### config.mk
export PLATFORM = sky130hd
export DESIGN_NAME = ultrasonic_echo_ranging
export DESIGN_NICKNAME = d
export VERILOG_FILES = /design/src/rtl/core/uer_pkg.sv /design/src/rtl/core/ultrasonic_echo_ranging.sv /design/src/rtl/core/uer_cfg.sv /design/src/rtl/core/uer_pulse.sv /design/src/rtl/core/uer_ctrl.sv
export SDC_FILE = /design/constraint.sdc
export NUM_CORES = 1
export LEC_CHECK = 0
export BUFFER_PORTS_ARGS = -buffer_cell sky130_fd_sc_hd__clkbuf_2
export CORE_MARGIN = 4
export CORE_UTILIZATION = 55
export CTS_CLUSTER_DIAMETER = 100
export CTS_CLUSTER_SIZE = 16
export DETAILED_ROUTE_END_ITERATION = 10
export PLACE_DENSITY = 0.76
export RECOVER_POWER = 100
export SLEW_MARGIN = 20
export SYNTH_ARGS = -nofsm -noshare
export SYNTH_HDL_FRONTEND = slang
export SYNTH_SLANG_ARGS = --single-unit
### constraint.sdc
create_clock -name aclk -period 4.35 [get_ports aclk]
set_input_delay 0.435 -clock aclk [delete_from_list [all_inputs] [get_ports aclk]]
set_output_delay 0.435 -clock aclk [all_outputs]
set_load 0.05 [all_outputs]
### src/rtl/core/uer_pkg.sv
package uer_pkg;

    localparam int COUNT_WIDTH_DEF = 20;

    localparam int TRIG_W     = 8;
    localparam int TMO_MS_W   = 10;
    localparam int LIMIT_W    = 20;
    localparam int US_PER_MS  = 1000;
    localparam int DIST_W     = 21;
    localparam int CFG_DATA_W = 10;
    localparam int CFG_ADDR_W = 1;

    localparam logic [DIST_W-1:0]   DIST_MAX     = {DIST_W{1'b1}};
    localparam logic [TRIG_W-1:0]   TRIG_LEN_RST = 8'd10;
    localparam logic [TMO_MS_W-1:0] TMO_MS_RST   = 10'd60;
    localparam logic [LIMIT_W-1:0]  LIMIT_RST    = LIMIT_W'(60 * US_PER_MS);

    // pulse * 256 / 148 reduced to pulse * 64 / 37, tracked one tick at a time
    localparam int REM_W       = 6;
    localparam int Q8_NUM      = 64;
    localparam int Q8_DIV      = 37;
    localparam logic [REM_W-1:0] Q8_DIV_C   = REM_W'(Q8_DIV);
    localparam logic [REM_W-1:0] Q8_REM_ADD = REM_W'(Q8_NUM - Q8_DIV);

    localparam logic [CFG_ADDR_W-1:0] CFG_TRIGGER_LEN = 1'b0;
    localparam logic [CFG_ADDR_W-1:0] CFG_TIMEOUT_MS  = 1'b1;

    typedef enum logic [1:0] {
        PH_IDLE       = 2'd0,
        PH_WAIT_START = 2'd1,
        PH_WAIT_END   = 2'd2,
        PH_READY      = 2'd3
    } phase_t;

    typedef struct packed {
        logic start_req;
        logic echo_edge;
        logic read_ack;
    } tick_t;

    typedef struct packed {
        logic [TRIG_W-1:0]  trigger_len;
        logic [LIMIT_W-1:0] timeout_limit;
    } cfg_t;

    typedef struct packed {
        logic clear;
        logic advance;
    } pulse_ctl_t;

    typedef struct packed {
        logic              trigger_out;
        logic              start_refused;
        logic              data_ready;
        logic [DIST_W-1:0] distance_q8;
        logic [1:0]        phase;
    } result_t;

endpackage

### src/rtl/core/ultrasonic_echo_ranging.sv
// Ultrasonic time-of-flight ranging, one input word per microsecond tick.
// Input stream s_*: tdata[0] start_req, [1] echo_edge, [2] read_ack.
// Output stream m_*: one word per input word, the state after that tick:
//   trigger pin level, start refused, data ready, distance in Q.8 inches,
//   and phase (0 idle, 1 wait echo start, 2 wait echo end, 3 ready).
// Config port: cfg_wr_en with cfg_addr 0 = trigger length in ticks,
//   1 = timeout in ms from the accepted start. Write only while idle.
// The output word is registered from its input word. Throughput is one
// word per cycle while the receiver keeps up: the whole tick update sits
// between the state registers and the output register, and the distance
// quotient steps with the pulse counter so no divider is in the path.
// A stalled receiver holds the output word; s_tready stays high while the
// output register is empty or being taken in the same cycle.
// Reset (aresetn low, synchronous) returns to idle, clears counters and the
// stored distance, empties the output register, and restores trigger
// length 10 and timeout 60 ms.
module ultrasonic_echo_ranging #(
    parameter int COUNT_WIDTH = uer_pkg::COUNT_WIDTH_DEF
) (
    input  logic                            aclk,
    input  logic                            aresetn,
    input  logic                            s_tvalid,
    output logic                            s_tready,
    input  logic [7:0]                      s_tdata,   // start_req, echo_edge, read_ack
    output logic                            m_tvalid,
    input  logic                            m_tready,
    output logic [31:0]                     m_tdata,   // trigger_out, start_refused,
                                                       // data_ready, distance_q8, phase
    input  logic                            cfg_wr_en,
    input  logic [uer_pkg::CFG_ADDR_W-1:0]  cfg_addr,
    input  logic [uer_pkg::CFG_DATA_W-1:0]  cfg_wdata
);

    uer_pkg::cfg_t        cfg;
    uer_pkg::tick_t       tick;
    uer_pkg::pulse_ctl_t  pulse_ctl;
    uer_pkg::result_t     result;
    logic [COUNT_WIDTH:0] dist_q;
    logic                 tick_en;
    logic                 m_tvalid_reg, m_tvalid_next;
    logic [31:0]          m_tdata_reg, m_tdata_next;

    assign s_tready = !m_tvalid_reg || m_tready;
    assign tick_en  = s_tvalid && s_tready;

    assign tick.start_req = s_tdata[0];
    assign tick.echo_edge = s_tdata[1];
    assign tick.read_ack  = s_tdata[2];

    uer_cfg u_cfg (
        .aclk      (aclk),
        .aresetn   (aresetn),
        .cfg_wr_en (cfg_wr_en),
        .cfg_addr  (cfg_addr),
        .cfg_wdata (cfg_wdata),
        .cfg       (cfg)
    );

    uer_pulse #(
        .COUNT_WIDTH (COUNT_WIDTH)
    ) u_pulse (
        .aclk    (aclk),
        .aresetn (aresetn),
        .tick_en (tick_en),
        .ctl     (pulse_ctl),
        .dist_q  (dist_q)
    );

    uer_ctrl #(
        .COUNT_WIDTH (COUNT_WIDTH)
    ) u_ctrl (
        .aclk      (aclk),
        .aresetn   (aresetn),
        .tick_en   (tick_en),
        .tick      (tick),
        .cfg       (cfg),
        .dist_q    (dist_q),
        .pulse_ctl (pulse_ctl),
        .result    (result)
    );

    always_comb begin
        m_tvalid_next = m_tvalid_reg;
        m_tdata_next  = m_tdata_reg;
        if (tick_en) begin
            m_tvalid_next = 1'b1;
            m_tdata_next  = {6'd0, result.phase, result.distance_q8, result.data_ready,
                             result.start_refused, result.trigger_out};
        end else if (m_tready) begin
            m_tvalid_next = 1'b0;
        end
    end

    always_ff @(posedge aclk) begin
        if (!aresetn) begin
            m_tvalid_reg <= 1'b0;
        end else begin
            m_tvalid_reg <= m_tvalid_next;
        end
    end

    always_ff @(posedge aclk) begin
        m_tdata_reg <= m_tdata_next;
    end

    assign m_tvalid = m_tvalid_reg;
    assign m_tdata  = m_tdata_reg;

endmodule

### src/rtl/core/uer_cfg.sv
module uer_cfg (
    input  logic                               aclk,
    input  logic                               aresetn,
    input  logic                               cfg_wr_en,
    input  logic [uer_pkg::CFG_ADDR_W-1:0]     cfg_addr,
    input  logic [uer_pkg::CFG_DATA_W-1:0]     cfg_wdata,
    output uer_pkg::cfg_t                      cfg
);

    logic [uer_pkg::TRIG_W-1:0]  trig_len_reg, trig_len_next;
    logic [uer_pkg::LIMIT_W-1:0] limit_reg, limit_next;

    always_comb begin
        trig_len_next = trig_len_reg;
        limit_next    = limit_reg;
        if (cfg_wr_en) begin
            case (cfg_addr)
                uer_pkg::CFG_TRIGGER_LEN: begin
                    trig_len_next = cfg_wdata[uer_pkg::TRIG_W-1:0];
                end
                uer_pkg::CFG_TIMEOUT_MS: begin
                    limit_next = uer_pkg::LIMIT_W'(
                        cfg_wdata[uer_pkg::TMO_MS_W-1:0] * uer_pkg::US_PER_MS);
                end
                default: begin
                    trig_len_next = trig_len_reg;
                end
            endcase
        end
    end

    always_ff @(posedge aclk) begin
        if (!aresetn) begin
            trig_len_reg <= uer_pkg::TRIG_LEN_RST;
            limit_reg    <= uer_pkg::LIMIT_RST;
        end else begin
            trig_len_reg <= trig_len_next;
            limit_reg    <= limit_next;
        end
    end

    assign cfg.trigger_len   = trig_len_reg;
    assign cfg.timeout_limit = limit_reg;

endmodule

### src/rtl/core/uer_pulse.sv
module uer_pulse #(
    parameter int COUNT_WIDTH = uer_pkg::COUNT_WIDTH_DEF
) (
    input  logic                  aclk,
    input  logic                  aresetn,
    input  logic                  tick_en,
    input  uer_pkg::pulse_ctl_t   ctl,
    output logic [COUNT_WIDTH:0]  dist_q
);

    localparam logic [COUNT_WIDTH-1:0] CNT_MAX = {COUNT_WIDTH{1'b1}};

    logic [COUNT_WIDTH-1:0]    pulse_reg, pulse_next;
    logic [COUNT_WIDTH:0]      q_reg, q_next, q_inc;
    logic [uer_pkg::REM_W-1:0] rem_reg, rem_next, rem_inc, rem_sum;
    logic                      step;

    // quotient and remainder of pulse * 64 / 37, stepped with the count
    always_comb begin
        step    = ctl.advance && (pulse_reg != CNT_MAX);
        rem_sum = rem_reg + uer_pkg::Q8_REM_ADD;
        q_inc   = q_reg;
        rem_inc = rem_reg;
        if (step) begin
            if (rem_sum >= uer_pkg::Q8_DIV_C) begin
                rem_inc = rem_sum - uer_pkg::Q8_DIV_C;
                q_inc   = q_reg + (COUNT_WIDTH+1)'(2);
            end else begin
                rem_inc = rem_sum;
                q_inc   = q_reg + (COUNT_WIDTH+1)'(1);
            end
        end
    end

    always_comb begin
        if (ctl.clear) begin
            pulse_next = '0;
            q_next     = '0;
            rem_next   = '0;
        end else begin
            pulse_next = step ? pulse_reg + COUNT_WIDTH'(1) : pulse_reg;
            q_next     = q_inc;
            rem_next   = rem_inc;
        end
    end

    always_ff @(posedge aclk) begin
        if (!aresetn) begin
            pulse_reg <= '0;
            q_reg     <= '0;
            rem_reg   <= '0;
        end else if (tick_en) begin
            pulse_reg <= pulse_next;
            q_reg     <= q_next;
            rem_reg   <= rem_next;
        end
    end

    assign dist_q = q_inc;

endmodule

### src/rtl/core/uer_ctrl.sv
module uer_ctrl #(
    parameter int COUNT_WIDTH = uer_pkg::COUNT_WIDTH_DEF
) (
    input  logic                  aclk,
    input  logic                  aresetn,
    input  logic                  tick_en,
    input  uer_pkg::tick_t        tick,
    input  uer_pkg::cfg_t         cfg,
    input  logic [COUNT_WIDTH:0]  dist_q,
    output uer_pkg::pulse_ctl_t   pulse_ctl,
    output uer_pkg::result_t      result
);

    localparam logic [COUNT_WIDTH-1:0] CNT_MAX = {COUNT_WIDTH{1'b1}};
    localparam int TMO_CMP_W  = (COUNT_WIDTH > uer_pkg::LIMIT_W) ? COUNT_WIDTH
                                                                 : uer_pkg::LIMIT_W;
    localparam int DIST_CMP_W = (COUNT_WIDTH + 1 > uer_pkg::DIST_W) ? COUNT_WIDTH + 1
                                                                    : uer_pkg::DIST_W;

    uer_pkg::phase_t                phase_reg, phase_next;
    logic [uer_pkg::TRIG_W-1:0]     trig_cnt_reg, trig_cnt_next, trig_load;
    logic [COUNT_WIDTH-1:0]         tmo_cnt_reg, tmo_cnt_next, tmo_inc;
    logic [uer_pkg::DIST_W-1:0]     dist_reg, dist_next, dist_clamped;
    logic [DIST_CMP_W-1:0]          q_ext;
    logic                           waiting, timeout_hit, start_ok, refused, trig_out;

    always_comb begin
        waiting = (phase_reg == uer_pkg::PH_WAIT_START) ||
                  (phase_reg == uer_pkg::PH_WAIT_END);
        tmo_inc = (waiting && tmo_cnt_reg != CNT_MAX) ? tmo_cnt_reg + COUNT_WIDTH'(1)
                                                      : tmo_cnt_reg;
        timeout_hit = (TMO_CMP_W'(tmo_inc) >= TMO_CMP_W'(cfg.timeout_limit)) ||
                      (tmo_inc == CNT_MAX);
    end

    // next state
    always_comb begin
        phase_next = phase_reg;
        case (phase_reg)
            uer_pkg::PH_IDLE: begin
                if (tick.start_req) begin
                    phase_next = uer_pkg::PH_WAIT_START;
                end
            end
            uer_pkg::PH_WAIT_START: begin
                if (timeout_hit) begin
                    phase_next = uer_pkg::PH_IDLE;
                end else if (tick.echo_edge) begin
                    phase_next = uer_pkg::PH_WAIT_END;
                end
            end
            uer_pkg::PH_WAIT_END: begin
                if (tick.echo_edge) begin
                    phase_next = uer_pkg::PH_READY;
                end else if (timeout_hit) begin
                    phase_next = uer_pkg::PH_IDLE;
                end
            end
            uer_pkg::PH_READY: begin
                if (tick.read_ack) begin
                    phase_next = uer_pkg::PH_IDLE;
                end
            end
            default: begin
                phase_next = uer_pkg::PH_IDLE;
            end
        endcase
    end

    // outputs and datapath
    always_comb begin
        start_ok  = (phase_reg == uer_pkg::PH_IDLE) && tick.start_req;
        refused   = (phase_reg != uer_pkg::PH_IDLE) && tick.start_req;
        trig_load = start_ok ? cfg.trigger_len : trig_cnt_reg;
        trig_out  = (trig_load != '0);
        trig_cnt_next = trig_out ? trig_load - uer_pkg::TRIG_W'(1) : trig_load;
        tmo_cnt_next  = start_ok ? '0 : tmo_inc;

        pulse_ctl.clear   = (phase_reg == uer_pkg::PH_WAIT_START) && tick.echo_edge;
        pulse_ctl.advance = (phase_reg == uer_pkg::PH_WAIT_END);

        q_ext        = DIST_CMP_W'(dist_q);
        dist_clamped = (q_ext > DIST_CMP_W'(uer_pkg::DIST_MAX)) ? uer_pkg::DIST_MAX
                                                                : q_ext[uer_pkg::DIST_W-1:0];
        dist_next    = ((phase_reg == uer_pkg::PH_WAIT_END) && tick.echo_edge) ?
                       dist_clamped : dist_reg;

        result.trigger_out   = trig_out;
        result.start_refused = refused;
        result.data_ready    = (phase_next == uer_pkg::PH_READY);
        result.distance_q8   = dist_next;
        result.phase         = phase_next;
    end

    always_ff @(posedge aclk) begin
        if (!aresetn) begin
            phase_reg    <= uer_pkg::PH_IDLE;
            trig_cnt_reg <= '0;
            tmo_cnt_reg  <= '0;
            dist_reg     <= '0;
        end else if (tick_en) begin
            phase_reg    <= phase_next;
            trig_cnt_reg <= trig_cnt_next;
            tmo_cnt_reg  <= tmo_cnt_next;
            dist_reg     <= dist_next;
        end
    end

`ifndef SYNTHESIS
    a_start_from_idle: assert property (@(posedge aclk) disable iff (!aresetn)
        tick_en && phase_reg == uer_pkg::PH_IDLE && tick.start_req
        |=> phase_reg == uer_pkg::PH_WAIT_START)
        else $error("accepted start did not enter echo wait");

    a_end_edge_wins: assert property (@(posedge aclk) disable iff (!aresetn)
        tick_en && phase_reg == uer_pkg::PH_WAIT_END && tick.echo_edge
        |=> phase_reg == uer_pkg::PH_READY)
        else $error("end edge did not make the block ready");

    a_hold_without_word: assert property (@(posedge aclk) disable iff (!aresetn)
        !tick_en |=> $stable(phase_reg) && $stable(trig_cnt_reg) && $stable(dist_reg))
        else $error("state moved without an input word");

    a_trigger_no_reload: assert property (@(posedge aclk) disable iff (!aresetn)
        tick_en && phase_reg != uer_pkg::PH_IDLE
        |=> trig_cnt_reg == '0 || trig_cnt_reg < $past(trig_cnt_reg))
        else $error("trigger reloaded while busy");
`endif

endmodule

==> results.md <==
* Critical Path RT at about 4.6 ns
* Layout Area Growth over Synthesis at 10.63%
* Synth Area in Adders at about 15%
* Crit Path Category: reg2reg
* Core Util, Final at 62.84%
* Ports at between 50 and 60
* DRT Wirelength at between 20000 and 25000 um
* Dpl cells at 1388
* Pin count of the biggest net entering global routing at 68
* # DRC at 0
* Clock sink count at 150
* P_sw at between 0.001 and 0.0015 W
* Gr usage total at about 22%
* # hold bufs at CTS at 0
* Fmax at between 0.2 and 0.25 GHz
* Status: completed
* Root Driver: clkbuf_16
* Share of cells above drive strength 1 at a little under a tenth
* Clk buf depth at 2
* Die Span Y at around 140 um
* Die width at between 100 and 150 um
* Synth Cell Area at between 9000 and 10000 um2
* Fraction of registers with async set/reset at 0%
* Clock power share at between 30% and 40%
* DR iter-0 viols at between 600 and 700
* Max-slew violation count at 0
* Mapped Avg Cell Area at 8.716 um2
* Power Density at slightly above 400 nW/um2
* CTS buffer count at 17
* Hold crit path type: in2reg
* Netlist cell types at 86
* Worst-path fanout max at 9
* Sequential share of power at a little over a third
* Worst stage delay on the critical path at between 0.4 and 0.5 ns
* GR Overflow Total at 0
* Clk_lat worst skew at between 0.4 and 0.5 ns
* Tcrit/Tclk final at ~95%
* Yosys top cell by area: dfxtp_1
* Final hold viol count at 0
* Global-route wire length before repair at around 37000 um
* WL per Instance at 15.31 um
* Row count at 48
* Post-synth EDFFs at 26
* Comb pwr share at around a third
* Rel. slew slack at approximately 7.7%
* ANT cells at 0
* Initial antenna violation count at 0
* DR vias at roughly 8.3k
* Crit start category: register
* Most frequent cell after synthesis: dfxtp_1
* Compound-Gate Fraction of Synth Area at between 10% and 20%
* DP HPWL at approximately 15000 um
* # H-tree levels at 4
* CP cell instances: ha_1 > nand4_1 > buf_4 > or4_4 > o21ai_2 > xnor2_1 > ha_1 > nand4_1 > nor4_1 > a2111oi_0 > o211ai_1 > a41o_1 > a31o_1 > o211ai_2 > a21boi_1
* Drt pass-1 iters at 6
* Simple logic cell fraction of the synthesized area at 20.12%
* Min Tclk post-route at around 4.1 ns
* Synthesis-stage register bit count at 150
* Switching share of power at between 30% and 40%
* Ys flop type: dfxtp_1
* YS warnings at 0
* Least-Margin Pin Slew at roughly 1.4 ns
* Final ANT Viol Nets at 0
* Post-synthesis mux area share at 0.9453%
* Reg clk slew, reported paths at about 0.060 ns
* Vias per inst at between 5 and 6
* Internal at around 0.003 W
* Leak Pwr at about 4.4 nW
* Critical Path AT at between 4 and 5 ns
* Core area at 17480 um2
* Peak supply drop at roughly 0.36 mV
* Final nets at approximately 1.3k
* CP Buf/Inv Count at 1
* Maxcap violations at 0
* Port Buffers at 46
* Vias in the first global route at approximately 7.8k
* Non-Filler Instances at between 1k and 1.5k
* Final setup fails at 0
* Synth top cells by count: dfxtp_1 (124), nand2_1 (119), o21ai_0 (84)
* Critical path's top delay family: compound AO/OA/AOI/OAI gates
* Hold slack at approximately 0.24 ns
* Synth Area in XOR/XNOR at roughly 6.3%
* Seq/Total Area, Yosys at between 30 and 40%
* Gate Count Post-Synth at ~1.1k
* Die ar. at between 20000 and 25000 um2
* Post-synth top area share at ~25%
* Clk_skew at around 0.015 ns
* Final GP Congestion at 0.9206
* TritonCTS clock tree: done
* Max reg flops at 26
* Area contributors post-synth: dfxtp_1 (25%), ha_1 (9.1%), edfxtp_1 (7.9%)
* Slowest CP cell: dfxtp_1
* Crit end category: register
* Combinational family with the most area after synthesis: simple AND/OR/NAND/NOR gates
* Starting Density at 56.80%
## worst min-delay path, cell delays in order
cell and delay (ns):
clkbuf_2 0.09, inv_1 0.04, a21boi_0 0.06
## power by group through the flow
stage	combinational [W]	sequential, W	clock (W)
after detailed placement	0.00144	0.00158	0
after global routing	0.00163	0.00156	0.00152
after CTS	0.00145	0.00155	0.00147
final	0.00144	0.00155	0.00145
after global placement	0.00140	0.00157	0
after floorplan	0.00104	0.00162	0
## final timing paths
path,from,endpoint,slack [ns],depth (start not counted)
min,s_tvalid,m_tvalid$_SDFFE_PN0P_,0.24,3
max reg2reg,u_ctrl.tmo_cnt_reg[0]$_SDFFE_PN0P_,m_tdata[2]$_DFFE_PP_,0.21,15
max,u_ctrl.tmo_cnt_reg[0]$_SDFFE_PN0P_,m_tdata[2]$_DFFE_PP_,0.21,15
min reg2reg,u_ctrl.trig_cnt_reg[1]$_SDFFE_PN0P_,u_ctrl.trig_cnt_reg[1]$_SDFFE_PN0P_,0.47,2
## cell type report
type,count,area [um2]
Tap cell,225,281.5
Sequential cell,150,3263
Timing Repair Buffer,87,469.2
Clock buffer,19,442.9
Fill cell,1512,6495
Inverter,72,270.3
Multi-Input combinational cell,857,6118
Clock inverter,13,136.4
## placed cells by master (no fill, tap or decap), types with 5 or more instances in the layout
| cell type | count |
|---|---|
| a21boi_0 | 28 |
| a21o_1 | 8 |
| a21oi_1 | 53 |
| a22oi_1 | 21 |
| a31oi_1 | 13 |
| and2_0 | 9 |
| and2_1 | 9 |
| and3_1 | 13 |
| and4_1 | 5 |
| buf_4 | 32 |
| clkbuf_1 | 38 |
| clkbuf_16 | 17 |
| clkbuf_2 | 18 |
| conb_1 | 6 |
| dfxtp_1 | 124 |
| edfxtp_1 | 26 |
| fa_1 | 30 |
| ha_1 | 72 |
| inv_1 | 72 |
| mux2i_1 | 6 |
| nand2_1 | 119 |
| nand2b_1 | 9 |
| nand3_1 | 44 |
| nand4_1 | 27 |
| nor2_1 | 54 |
| nor2b_1 | 30 |
| nor3_1 | 20 |
| nor4_1 | 7 |
| o211a_1 | 5 |
| o211ai_1 | 10 |
| o21ai_0 | 91 |
| or3_1 | 10 |
| xnor2_1 | 28 |
| xor2_1 | 42 |
## timing repair
action                                  CTS  global route
setup buffers                             0             3
endpoints found under the setup margin    0             2
hold endpoints to repair                  0             0
gates resized for setup                   0             2
## layer usage
layer | global-route usage (%) | wire length (um) | up-vias
met5 | 0 | 0 | -
met4 | 6.303 | 298 | 0
met3 | 3.327 | 1099 | 28
met2 | 34.58 | 10040 | 220
met1 | 30.89 | 10340 | 3943
li1 | - | - | 4117
## through the flow
step	cell area, um2	power [W]	setup WS [ns]	TNS, ns
after floorplan	9946	0.002654	0.08114	0
after global placement	10460	0.002972	-0.1854	-0.2577
after detailed placement	10460	0.003012	-0.2368	-0.4747
after CTS	11040	0.004468	0.1475	0
after global routing	10980	0.004713	-0.03018	-0.03018
final	10980	0.004429	0.2139	0
## cells by family after synthesis
kind of cell	after synthesis
fa+ha+maj	102
simple gates	384
other cells	1
flops	150
xor+xnor	71
compound gates	285
mux	9
buf+inv	137
Note: power is estimated with default switching activity, not from simulation.
